`config.mk`:
```
export PLATFORM = sky130hd
export DESIGN_NAME = go_to_goal_steering_controller
export DESIGN_NICKNAME = d
export VERILOG_FILES = /design/src/rtl/core/gtg_pkg.sv /design/src/rtl/core/go_to_goal_steering_controller.sv
export SDC_FILE = /design/constraint.sdc
export NUM_CORES = 2
export LEC_CHECK = 0
export ABC_AREA = 1
export BUFFER_PORTS_ARGS = -buffer_cell sky130_fd_sc_hd__buf_4
export CAP_MARGIN = 20
export CORE_UTILIZATION = 55
export DETAILED_ROUTE_END_ITERATION = 10
export PLACE_DENSITY = 0.72
export REMOVE_ABC_BUFFERS = 1
export SLEW_MARGIN = 5
export SYNTH_ARGS = -nofsm -noshare
export SYNTH_HDL_FRONTEND = slang
export SYNTH_SLANG_ARGS = --single-unit
```
`constraint.sdc`:
```
create_clock -name clk_i -period 9.9 [get_ports clk_i]
set_input_delay 0.99 -clock clk_i [delete_from_list [all_inputs] [get_ports clk_i]]
set_output_delay 0.99 -clock clk_i [all_outputs]
set_load 0.005 [all_outputs]
```
`src/rtl/core/gtg_pkg.sv`:
```
package gtg_pkg;

  typedef enum logic [3:0] {
    S_IDLE, S_SQX, S_SQY, S_SQADD, S_SQRT, S_CHECK, S_CORDIC,
    S_ERR, S_PMUL, S_DIV, S_SPEED, S_SPDOUT, S_OUT
  } state_e;

  typedef enum logic [1:0] {
    ACT_POSE   = 2'd0,
    ACT_GOAL   = 2'd1,
    ACT_CANCEL = 2'd2,
    ACT_NONE   = 2'd3
  } action_e;

  localparam logic [1:0] REG_ARRIVE  = 2'd0;
  localparam logic [1:0] REG_HEADING = 2'd1;
  localparam logic [1:0] REG_LGAIN   = 2'd2;
  localparam logic [1:0] REG_AGAIN   = 2'd3;

  localparam int CordicSteps = 16;
  localparam int SqrtSteps   = 17;
  localparam int DivSteps    = 32;

  // pi/2 in units of 2^-16 rad
  localparam logic signed [19:0] HALF_PI = 20'sd102944;
  localparam logic signed [17:0] PROG_SCALE = 18'sd25600;

  // arctan(2^-i) in units of 2^-16 rad
  function automatic logic signed [19:0] atan_lut(input logic [3:0] i);
    logic signed [19:0] v;
    case (i)
      4'd0:  v = 20'sd51472;
      4'd1:  v = 20'sd30385;
      4'd2:  v = 20'sd16055;
      4'd3:  v = 20'sd8150;
      4'd4:  v = 20'sd4091;
      4'd5:  v = 20'sd2047;
      4'd6:  v = 20'sd1024;
      4'd7:  v = 20'sd512;
      4'd8:  v = 20'sd256;
      4'd9:  v = 20'sd128;
      4'd10: v = 20'sd64;
      4'd11: v = 20'sd32;
      4'd12: v = 20'sd16;
      4'd13: v = 20'sd8;
      4'd14: v = 20'sd4;
      4'd15: v = 20'sd2;
      default: v = 20'sd0;
    endcase
    return v;
  endfunction

endpackage

```
`src/rtl/core/go_to_goal_steering_controller.sv`:
```
// Go-to-goal steering controller. A pose update (tuser 0) stores the pose and, while a goal
// is active, produces one result: distance, progress and either a turn-in-place or a drive
// command, or zero speeds with done set on arrival (the goal is then dropped). A new goal
// (tuser 1) stores the target, and the first goal after reset also latches the initial
// distance; cancel (tuser 2) drops the goal. Items are taken one at a time; s_axis_tready
// is low while one is in work. A steering update runs two squares through the shared 18x18
// multiplier, 17 square-root steps, 16 CORDIC steps, 32 divide steps for progress that are
// skipped when the initial distance is zero, and one gain multiply before the result is
// offered; an arrival is decided right after the square root. The next item is taken in
// the cycle after the result transaction. A first goal keeps the block busy through the
// squares and the square root; other items leave it ready. Registers sit on the APB port
// at 0, 4, 8, 12.
module go_to_goal_steering_controller (
  input  logic        clk_i,
  input  logic        rst_ni,
  input  logic        s_axis_tvalid,
  output logic        s_axis_tready,
  // pos_x[15:0], pos_y[31:16], heading[46:32], target_x[62:47], target_y[78:63]
  input  logic [79:0] s_axis_tdata,
  // action[1:0]
  input  logic [1:0]  s_axis_tuser,
  output logic        m_axis_tvalid,
  input  logic        m_axis_tready,
  // linear_speed[14:0], turn_rate[30:15], report_x[46:31], report_y[62:47],
  // goal_distance[79:63], progress[95:80]
  output logic [95:0] m_axis_tdata,
  // done_res[0]
  output logic        m_axis_tuser,
  input  logic        psel,
  input  logic        penable,
  input  logic        pwrite,
  input  logic [3:0]  paddr,
  input  logic [31:0] pwdata,
  output logic [31:0] prdata,
  output logic        pready
);

  gtg_pkg::state_e state_q, state_d;

  // configuration
  logic [15:0] arrive_tol_q;
  logic [14:0] head_tol_q;
  logic [11:0] lin_gain_q, ang_gain_q;

  // controller state
  logic signed [15:0] cur_x_q, cur_y_q, goal_x_q, goal_y_q;
  logic signed [14:0] cur_head_q;
  logic               goal_active_q, have_init_q, latch_q;
  logic [16:0]        d0_q, d_q;
  logic signed [15:0] last_prog_q;

  // datapath
  logic signed [35:0] prod_q;
  logic [33:0]        sq_q, n_q, r_q, bit_q;
  logic [4:0]         cnt_q;
  logic signed [27:0] cx_q, cy_q;
  logic signed [19:0] cz_q;
  logic               zero_vec_q;
  logic signed [17:0] err_q;
  logic [31:0]        num_q, quo_q;
  logic [16:0]        rem_q;
  logic               neg_q;

  // output registers
  logic [14:0]        o_lin_q;
  logic signed [15:0] o_turn_q, o_prog_q;
  logic               o_done_q;

  logic wr_en, in_acc;
  assign pready  = 1'b1;
  assign wr_en   = psel && penable && pwrite;
  assign in_acc  = s_axis_tvalid && s_axis_tready;
  assign s_axis_tready = (state_q == gtg_pkg::S_IDLE);
  assign m_axis_tvalid = (state_q == gtg_pkg::S_OUT);

  // register read
  always_comb begin
    case (paddr[3:2])
      gtg_pkg::REG_ARRIVE:  prdata = {16'd0, arrive_tol_q};
      gtg_pkg::REG_HEADING: prdata = {17'd0, head_tol_q};
      gtg_pkg::REG_LGAIN:   prdata = {20'd0, lin_gain_q};
      gtg_pkg::REG_AGAIN:   prdata = {20'd0, ang_gain_q};
      default:              prdata = 32'd0;
    endcase
  end

  always_ff @(posedge clk_i or negedge rst_ni) begin
    if (!rst_ni) begin
      arrive_tol_q <= 16'd13;
      head_tol_q   <= 15'd410;
      lin_gain_q   <= 12'd512;
      ang_gain_q   <= 12'd512;
    end else if (wr_en) begin
      case (paddr[3:2])
        gtg_pkg::REG_ARRIVE:  arrive_tol_q <= pwdata[15:0];
        gtg_pkg::REG_HEADING: head_tol_q   <= pwdata[14:0];
        gtg_pkg::REG_LGAIN:   lin_gain_q   <= pwdata[11:0];
        gtg_pkg::REG_AGAIN:   ang_gain_q   <= pwdata[11:0];
        default: ;
      endcase
    end
  end

  // vector to goal
  logic signed [16:0] dx, dy;
  assign dx = 17'({goal_x_q[15], goal_x_q}) - 17'({cur_x_q[15], cur_x_q});
  assign dy = 17'({goal_y_q[15], goal_y_q}) - 17'({cur_y_q[15], cur_y_q});

  // turn decision
  logic [17:0] abs_err;
  logic        turn_mode;
  assign abs_err   = err_q[17] ? 18'(-err_q) : 18'(err_q);
  assign turn_mode = abs_err > {3'd0, head_tol_q};

  // shared multiplier
  logic signed [17:0] mul_a, mul_b;
  always_comb begin
    case (state_q)
      gtg_pkg::S_SQX: begin
        mul_a = {dx[16], dx};
        mul_b = {dx[16], dx};
      end
      gtg_pkg::S_SQY: begin
        mul_a = {dy[16], dy};
        mul_b = {dy[16], dy};
      end
      gtg_pkg::S_ERR: begin
        mul_a = gtg_pkg::PROG_SCALE;
        mul_b = 18'({1'b0, d0_q}) - 18'({1'b0, d_q});
      end
      gtg_pkg::S_SPEED: begin
        if (turn_mode) begin
          mul_a = {6'd0, ang_gain_q};
          mul_b = err_q;
        end else begin
          mul_a = {6'd0, lin_gain_q};
          mul_b = {1'b0, d_q};
        end
      end
      default: begin
        mul_a = '0;
        mul_b = '0;
      end
    endcase
  end

  // square root step
  logic [33:0] sq_trial;
  logic        sq_take;
  assign sq_trial = r_q + bit_q;
  assign sq_take  = n_q >= sq_trial;

  // CORDIC step
  logic signed [27:0] xs, ys;
  logic signed [19:0] atan_v, bearing;
  assign xs      = cx_q >>> cnt_q[3:0];
  assign ys      = cy_q >>> cnt_q[3:0];
  assign atan_v  = gtg_pkg::atan_lut(cnt_q[3:0]);
  assign bearing = zero_vec_q ? 20'sd0 : ((cz_q + 20'sd8) >>> 4);

  // divide step
  logic [17:0] rem_sh;
  logic        div_take;
  assign rem_sh   = {rem_q, num_q[31]};
  assign div_take = rem_sh >= {1'b0, d0_q};

  logic signed [32:0] prog_full;
  logic signed [15:0] prog_sat;
  assign prog_full = neg_q ? -$signed({1'b0, quo_q}) : $signed({1'b0, quo_q});
  always_comb begin
    if (prog_full > 33'sd32767)       prog_sat = 16'sh7fff;
    else if (prog_full < -33'sd32768) prog_sat = 16'sh8000;
    else                              prog_sat = prog_full[15:0];
  end

  logic signed [35:0] spd_sh;
  assign spd_sh = (prod_q + 36'sd128) >>> 8;

  logic [16:0] d_next;
  assign d_next = sq_take ? 17'((r_q >> 1) + bit_q) : 17'(r_q >> 1);

  // next state
  always_comb begin
    state_d = state_q;
    case (state_q)
      gtg_pkg::S_IDLE: begin
        if (in_acc) begin
          case (gtg_pkg::action_e'(s_axis_tuser))
            gtg_pkg::ACT_POSE: if (goal_active_q) state_d = gtg_pkg::S_SQX;
            gtg_pkg::ACT_GOAL: if (!have_init_q) state_d = gtg_pkg::S_SQX;
            default: ;
          endcase
        end
      end
      gtg_pkg::S_SQX:   state_d = gtg_pkg::S_SQY;
      gtg_pkg::S_SQY:   state_d = gtg_pkg::S_SQADD;
      gtg_pkg::S_SQADD: state_d = gtg_pkg::S_SQRT;
      gtg_pkg::S_SQRT:
        if (cnt_q == 5'(gtg_pkg::SqrtSteps - 1))
          state_d = latch_q ? gtg_pkg::S_IDLE : gtg_pkg::S_CHECK;
      gtg_pkg::S_CHECK:
        state_d = (d_q < {1'b0, arrive_tol_q}) ? gtg_pkg::S_OUT : gtg_pkg::S_CORDIC;
      gtg_pkg::S_CORDIC:
        if (cnt_q == 5'(gtg_pkg::CordicSteps - 1)) state_d = gtg_pkg::S_ERR;
      gtg_pkg::S_ERR:   state_d = gtg_pkg::S_PMUL;
      gtg_pkg::S_PMUL:  state_d = (d0_q == 17'd0) ? gtg_pkg::S_SPEED : gtg_pkg::S_DIV;
      gtg_pkg::S_DIV:
        if (cnt_q == 5'(gtg_pkg::DivSteps - 1)) state_d = gtg_pkg::S_SPEED;
      gtg_pkg::S_SPEED:  state_d = gtg_pkg::S_SPDOUT;
      gtg_pkg::S_SPDOUT: state_d = gtg_pkg::S_OUT;
      gtg_pkg::S_OUT:    if (m_axis_tready) state_d = gtg_pkg::S_IDLE;
      default:           state_d = gtg_pkg::S_IDLE;
    endcase
  end

  always_ff @(posedge clk_i or negedge rst_ni) begin
    if (!rst_ni) state_q <= gtg_pkg::S_IDLE;
    else         state_q <= state_d;
  end

  // control state
  always_ff @(posedge clk_i or negedge rst_ni) begin
    if (!rst_ni) begin
      cur_x_q       <= '0;
      cur_y_q       <= '0;
      cur_head_q    <= '0;
      goal_x_q      <= '0;
      goal_y_q      <= '0;
      goal_active_q <= 1'b0;
      have_init_q   <= 1'b0;
      latch_q       <= 1'b0;
      d0_q          <= '0;
      last_prog_q   <= '0;
      cnt_q         <= '0;
    end else begin
      case (state_q)
        gtg_pkg::S_IDLE: begin
          cnt_q <= '0;
          if (in_acc) begin
            case (gtg_pkg::action_e'(s_axis_tuser))
              gtg_pkg::ACT_POSE: begin
                cur_x_q    <= s_axis_tdata[15:0];
                cur_y_q    <= s_axis_tdata[31:16];
                cur_head_q <= s_axis_tdata[46:32];
                latch_q    <= 1'b0;
              end
              gtg_pkg::ACT_GOAL: begin
                goal_x_q      <= s_axis_tdata[62:47];
                goal_y_q      <= s_axis_tdata[78:63];
                goal_active_q <= 1'b1;
                latch_q       <= 1'b1;
              end
              gtg_pkg::ACT_CANCEL: goal_active_q <= 1'b0;
              default: ;
            endcase
          end
        end
        gtg_pkg::S_SQRT: begin
          if (cnt_q == 5'(gtg_pkg::SqrtSteps - 1)) begin
            cnt_q <= '0;
            if (latch_q) begin
              d0_q        <= d_next;
              have_init_q <= 1'b1;
            end
          end else begin
            cnt_q <= cnt_q + 5'd1;
          end
        end
        gtg_pkg::S_CHECK:
          if (d_q < {1'b0, arrive_tol_q}) goal_active_q <= 1'b0;
        gtg_pkg::S_CORDIC: cnt_q <= cnt_q + 5'd1;
        gtg_pkg::S_ERR:    cnt_q <= '0;
        gtg_pkg::S_PMUL:   if (d0_q == 17'd0) last_prog_q <= '0;
        gtg_pkg::S_DIV:    cnt_q <= cnt_q + 5'd1;
        // quotient is complete once the divide steps are done
        gtg_pkg::S_SPEED:  if (d0_q != 17'd0) last_prog_q <= prog_sat;
        default: ;
      endcase
    end
  end

  // datapath registers
  always_ff @(posedge clk_i) begin
    prod_q <= mul_a * mul_b;
    case (state_q)
      gtg_pkg::S_SQY:   sq_q <= prod_q[33:0];
      gtg_pkg::S_SQADD: begin
        n_q   <= sq_q + prod_q[33:0];
        r_q   <= '0;
        bit_q <= 34'h1_0000_0000;
      end
      gtg_pkg::S_SQRT: begin
        if (sq_take) begin
          n_q <= n_q - sq_trial;
          r_q <= (r_q >> 1) + bit_q;
        end else begin
          r_q <= r_q >> 1;
        end
        bit_q <= bit_q >> 2;
        if (cnt_q == 5'(gtg_pkg::SqrtSteps - 1)) d_q <= d_next;
      end
      gtg_pkg::S_CHECK: begin
        zero_vec_q <= (dx == 17'sd0) && (dy == 17'sd0);
        if (dx < 0) begin
          if (dy >= 0) begin
            cx_q <= 28'(dy) <<< 8;
            cy_q <= -(28'(dx) <<< 8);
            cz_q <= gtg_pkg::HALF_PI;
          end else begin
            cx_q <= -(28'(dy) <<< 8);
            cy_q <= 28'(dx) <<< 8;
            cz_q <= -gtg_pkg::HALF_PI;
          end
        end else begin
          cx_q <= 28'(dx) <<< 8;
          cy_q <= 28'(dy) <<< 8;
          cz_q <= '0;
        end
      end
      gtg_pkg::S_CORDIC: begin
        if (cy_q >= 0) begin
          cx_q <= cx_q + ys;
          cy_q <= cy_q - xs;
          cz_q <= cz_q + atan_v;
        end else begin
          cx_q <= cx_q - ys;
          cy_q <= cy_q + xs;
          cz_q <= cz_q - atan_v;
        end
      end
      gtg_pkg::S_ERR: err_q <= 18'(bearing) - 18'(cur_head_q);
      gtg_pkg::S_PMUL: begin
        neg_q <= prod_q[35];
        num_q <= prod_q[35] ? 32'(-prod_q) : prod_q[31:0];
        rem_q <= '0;
        quo_q <= '0;
      end
      gtg_pkg::S_DIV: begin
        rem_q <= div_take ? 17'(rem_sh - {1'b0, d0_q}) : rem_sh[16:0];
        quo_q <= {quo_q[30:0], div_take};
        num_q <= {num_q[30:0], 1'b0};
      end
      default: ;
    endcase
  end

  // result registers
  always_ff @(posedge clk_i) begin
    case (state_q)
      gtg_pkg::S_CHECK: begin
        o_lin_q  <= '0;
        o_turn_q <= '0;
        o_prog_q <= last_prog_q;
        o_done_q <= 1'b1;
      end
      gtg_pkg::S_SPDOUT: begin
        o_prog_q <= last_prog_q;
        o_done_q <= 1'b0;
        if (turn_mode) begin
          o_lin_q <= '0;
          if (spd_sh > 36'sd32767)       o_turn_q <= 16'sh7fff;
          else if (spd_sh < -36'sd32768) o_turn_q <= 16'sh8000;
          else                           o_turn_q <= spd_sh[15:0];
        end else begin
          o_turn_q <= '0;
          if (spd_sh > 36'sd32767) o_lin_q <= 15'h7fff;
          else                     o_lin_q <= spd_sh[14:0];
        end
      end
      default: ;
    endcase
  end

  assign m_axis_tdata = {o_prog_q, d_q, cur_y_q, cur_x_q, o_turn_q, o_lin_q};
  assign m_axis_tuser = o_done_q;

  // checks
  a_arrive_drops_goal: assert property (@(posedge clk_i) disable iff (!rst_ni)
    (m_axis_tvalid && m_axis_tuser) |-> !goal_active_q)
    else $error("goal still active after arrival");
  a_done_zero_speed: assert property (@(posedge clk_i) disable iff (!rst_ni)
    (m_axis_tvalid && m_axis_tuser) |-> (m_axis_tdata[30:0] == 31'd0))
    else $error("nonzero speed on arrival");
  a_one_speed: assert property (@(posedge clk_i) disable iff (!rst_ni)
    m_axis_tvalid |-> (m_axis_tdata[14:0] == 15'd0 || m_axis_tdata[30:15] == 16'd0))
    else $error("turn and drive at once");
  a_out_held: assert property (@(posedge clk_i) disable iff (!rst_ni)
    (m_axis_tvalid && !m_axis_tready) |=> (m_axis_tvalid && $stable(m_axis_tdata)))
    else $error("result dropped before transaction");

endmodule
```
==> impl_metrics.toml <==
[status]
status = "finished clean"

[sta]
fmax_ghz = 0.1076
min_period_over_period_pct = 93.84
timing.final.hold_violations = 0
fin_crit_ps = 9290
fin_skew_ps = 31.22
drv_slew = 0
rsz0062_at_grt = "yes"
timing.hold.ws_ps = 447.4
tightest_slew_ps = 1146
max-slew-margin-rel_pct = 23.47
setup_viol = 0

[die]
initial_utilization_pct = 55.79
row_count = 118
dieWidth_um = 326.9
die_h_um = 326.9
ioPinCount = 257
coreArea_um2 = 104100
die_area_um2 = 106900

[worst_setup_path]
crit_required_ps = 10440
regToRegStartpoint = "err_q[0]"
worst_r2r_path_depth = 42
cp.arrival_ps = 9830
crit_top_cell = "nand2_1"
end_kind = "flop"
critPathLaunch = "err_q[0]"
reg2reg_to = "prod_q[33]"
worst_path_max_delay_cell = "fa_1"
critPathKind = "flop to flop"
path_max_fanout = 29
start_kind = "flop"
worstSetupEndpoint = "prod_q[33]"
slowest_delay_ps = 580
ff2ff_setup_slack_ps = 610

[synthesis]
yosysSeqAreaShare_pct = 27.64
syn_area_um2 = 58070
ys_types = 69
ys_ff_latch = 576
syn_inst = 7911
synth_edf_count = 361
async_reset_ff_share_pct = 31.08
ys_top_cells_by_area = "edfxtp_1, nand2_1, fa_1"
synth_top_area_share_pct = 18.67
syn_avg_cell_area_um2 = 7.340
yosys.cell_count.top_type = "nand2_1"
yosysWarnings = 0
synth_area_leader_cell = "edfxtp_1"
synth-main-ff-cell = "edfxtp_1"
synthTopCellsByCount = "nand2_1, inv_1, nor2_1, o21ai_0, a21oi_1"

[route]
wl_um = 174900
wl_per_cell_um = 18.42
avgViaCountPerCell = 5.595
drt_iter0_drc = 4881
vias = 53150
first_pass_iters = 6
drc = 0
ant_nets = 0

[cells_and_area]
nNetsFinal = 8915
syn2layout_area_growth_pct = 9.093
layout-drive-gt1-share_pct = 6.927

[global_routing]
grt_antenna_before_repair = 8
grt_max_degree = 110
gr-total-overflow = 0
grt_use_total_pct = 32.46
grt_pass1_vias = 50780
grt_pass1_wl_um = 274000

[clocking]
ctsHoldBuffers = 0
cts_buffers = 71
cts_tree = "done"
insertion_delay_ps = 660
clk_pin_slew_worst_paths_ps = 60
root_buffer = "clkbuf_16"
clock-sinks = 576
htreeDepth = 3
cts_max_path_buffers = 3

[placement]
hpwl_um = 138600
portBuffers = 220
gp_congestion = 1.006

[hold_path]
hold_path_class = "flop to flop"

[run]
maxCapViolations = 0
[registers in the layout, indices dropped and copies added (netlist names), 17 cells and up]
| signal | cells |
|---|---|
| sq_q | 34 |
| cy_q | 28 |
| d_q | 17 |
| quo_q | 32 |
| prod_q | 36 |
| rem_q | 17 |
| r_q | 34 |
| d0_q | 17 |
| err_q | 18 |
| cx_q | 28 |
| bit_q | 17 |
| cz_q | 20 |
| num_q | 32 |
| n_q | 34 |
[what timing repair did]
item / CTS / global route
setup buffers: 0 / 5
resized for setup: 0 / 18
hold endpoints to repair: 0 / 0
endpoints found under the setup margin: 0 / 8
[through the flow]
| stage | setup TNS [ps] | area [um2] | cells | setup WS [ps] | utilization [%] |
|---|---|---|---|---|---|
| floorplan | 0 | 56930 | 7690 | 900.8 | - |
| global placement | 0 | 60870 | 9353 | 569.8 | 58.48 |
| detailed placement | 0 | 60870 | 9353 | 407.6 | 58.48 |
| CTS | 0 | 63150 | 9483 | 375.9 | 60.67 |
| global route | -17.19 | 63340 | 9494 | -14.50 | 60.85 |
| finish | 0 | 63350 | 9499 | 610.0 | 60.86 |
[cells by family (layout without fill, tap and decap cells)]
logic type | Yosys count | in the layout | share of synthesized area [%]
AND/OR/NAND/NOR | 3386 | 3386 | 24.18
buffers and inverters | 1548 | 1735 | 10.55
AO/OA/AOI/OAI | 1341 | 1341 | 12.66
adder cells (fa/ha/maj) | 734 | 734 | 20.07
flip-flops | 576 | 576 | 27.64
XOR/XNOR | 323 | 323 | 4.872
other | 2 | 23 | 0.01293
multiplexers | 1 | 1 | 0.01724
[layout by cell type (no fill, tap or decap), drive strengths merged, types with 4 or more instances in the layout]
cell type / n
o211ai: 22
nand2: 2002
nand3: 477
o31ai: 19
xnor2: 103
dfxtp: 36
and3: 7
nand4: 61
clkinvlp: 4
or2: 24
a31oi: 38
a211oi: 10
nand3b: 17
o21ai: 595
a21boi: 15
a21oi: 501
dfstp: 10
a221oi: 4
o21a: 19
inv: 1309
fa: 329
diode: 6
o22ai: 31
clkinv: 31
nor3b: 5
nor4: 29
nor2: 676
xor2: 220
buf: 292
o221ai: 9
clkbuf: 98
a21o: 33
o21bai: 26
edfxtp: 361
o2111ai: 6
nor3: 84
dfrtp: 169
conb: 17
ha: 405
[how the worst min path moves through the flow]
stage / startpoint / to / slack, ps / cells past startpoint
after floorplan: last_prog_q[0] / o_prog_q[0] / 430 / 0
after global placement: last_prog_q[13] / o_prog_q[13] / 430 / 0
after detailed placement: last_prog_q[3] / o_prog_q[3] / 430 / 0
after CTS: last_prog_q[3] / o_prog_q[3] / 450 / 0
after global routing: last_prog_q[3] / o_prog_q[3] / 450 / 0
final: last_prog_q[5] / o_prog_q[5] / 450 / 0
[layer usage]
layer	vias up	track usage, %	wire, um
met4	2	11.58	5793
li1	25780	-	-
met5	-	0	13
met1	25030	44.44	75660
met3	325	7.030	15860
met2	2015	50.68	77610
[critical path: cells and delay by family (launching register included)]
family,cells,cell delay (ps)
simple gates,18,2370
buf+inv,8,960
fa+ha+maj,9,3960
flops,1,360
xor+xnor,1,170
compound gates,6,1330
[final cells by class]
class                           count  area, um2
Antenna cell                        6      15.01
Clock buffer                       97       2051
Multi-Input combinational cell   5802      36080
Timing Repair Buffer              293       2267
Fill cell                        9624      40740
Sequential cell                   576      16060
Tap cell                         1380       1727
Inverter                         1312       4933
Clock inverter                     33      222.7
Power is not shown: default switching activity piles up to over one toggle a cycle in this logic, so the estimate is an artifact.
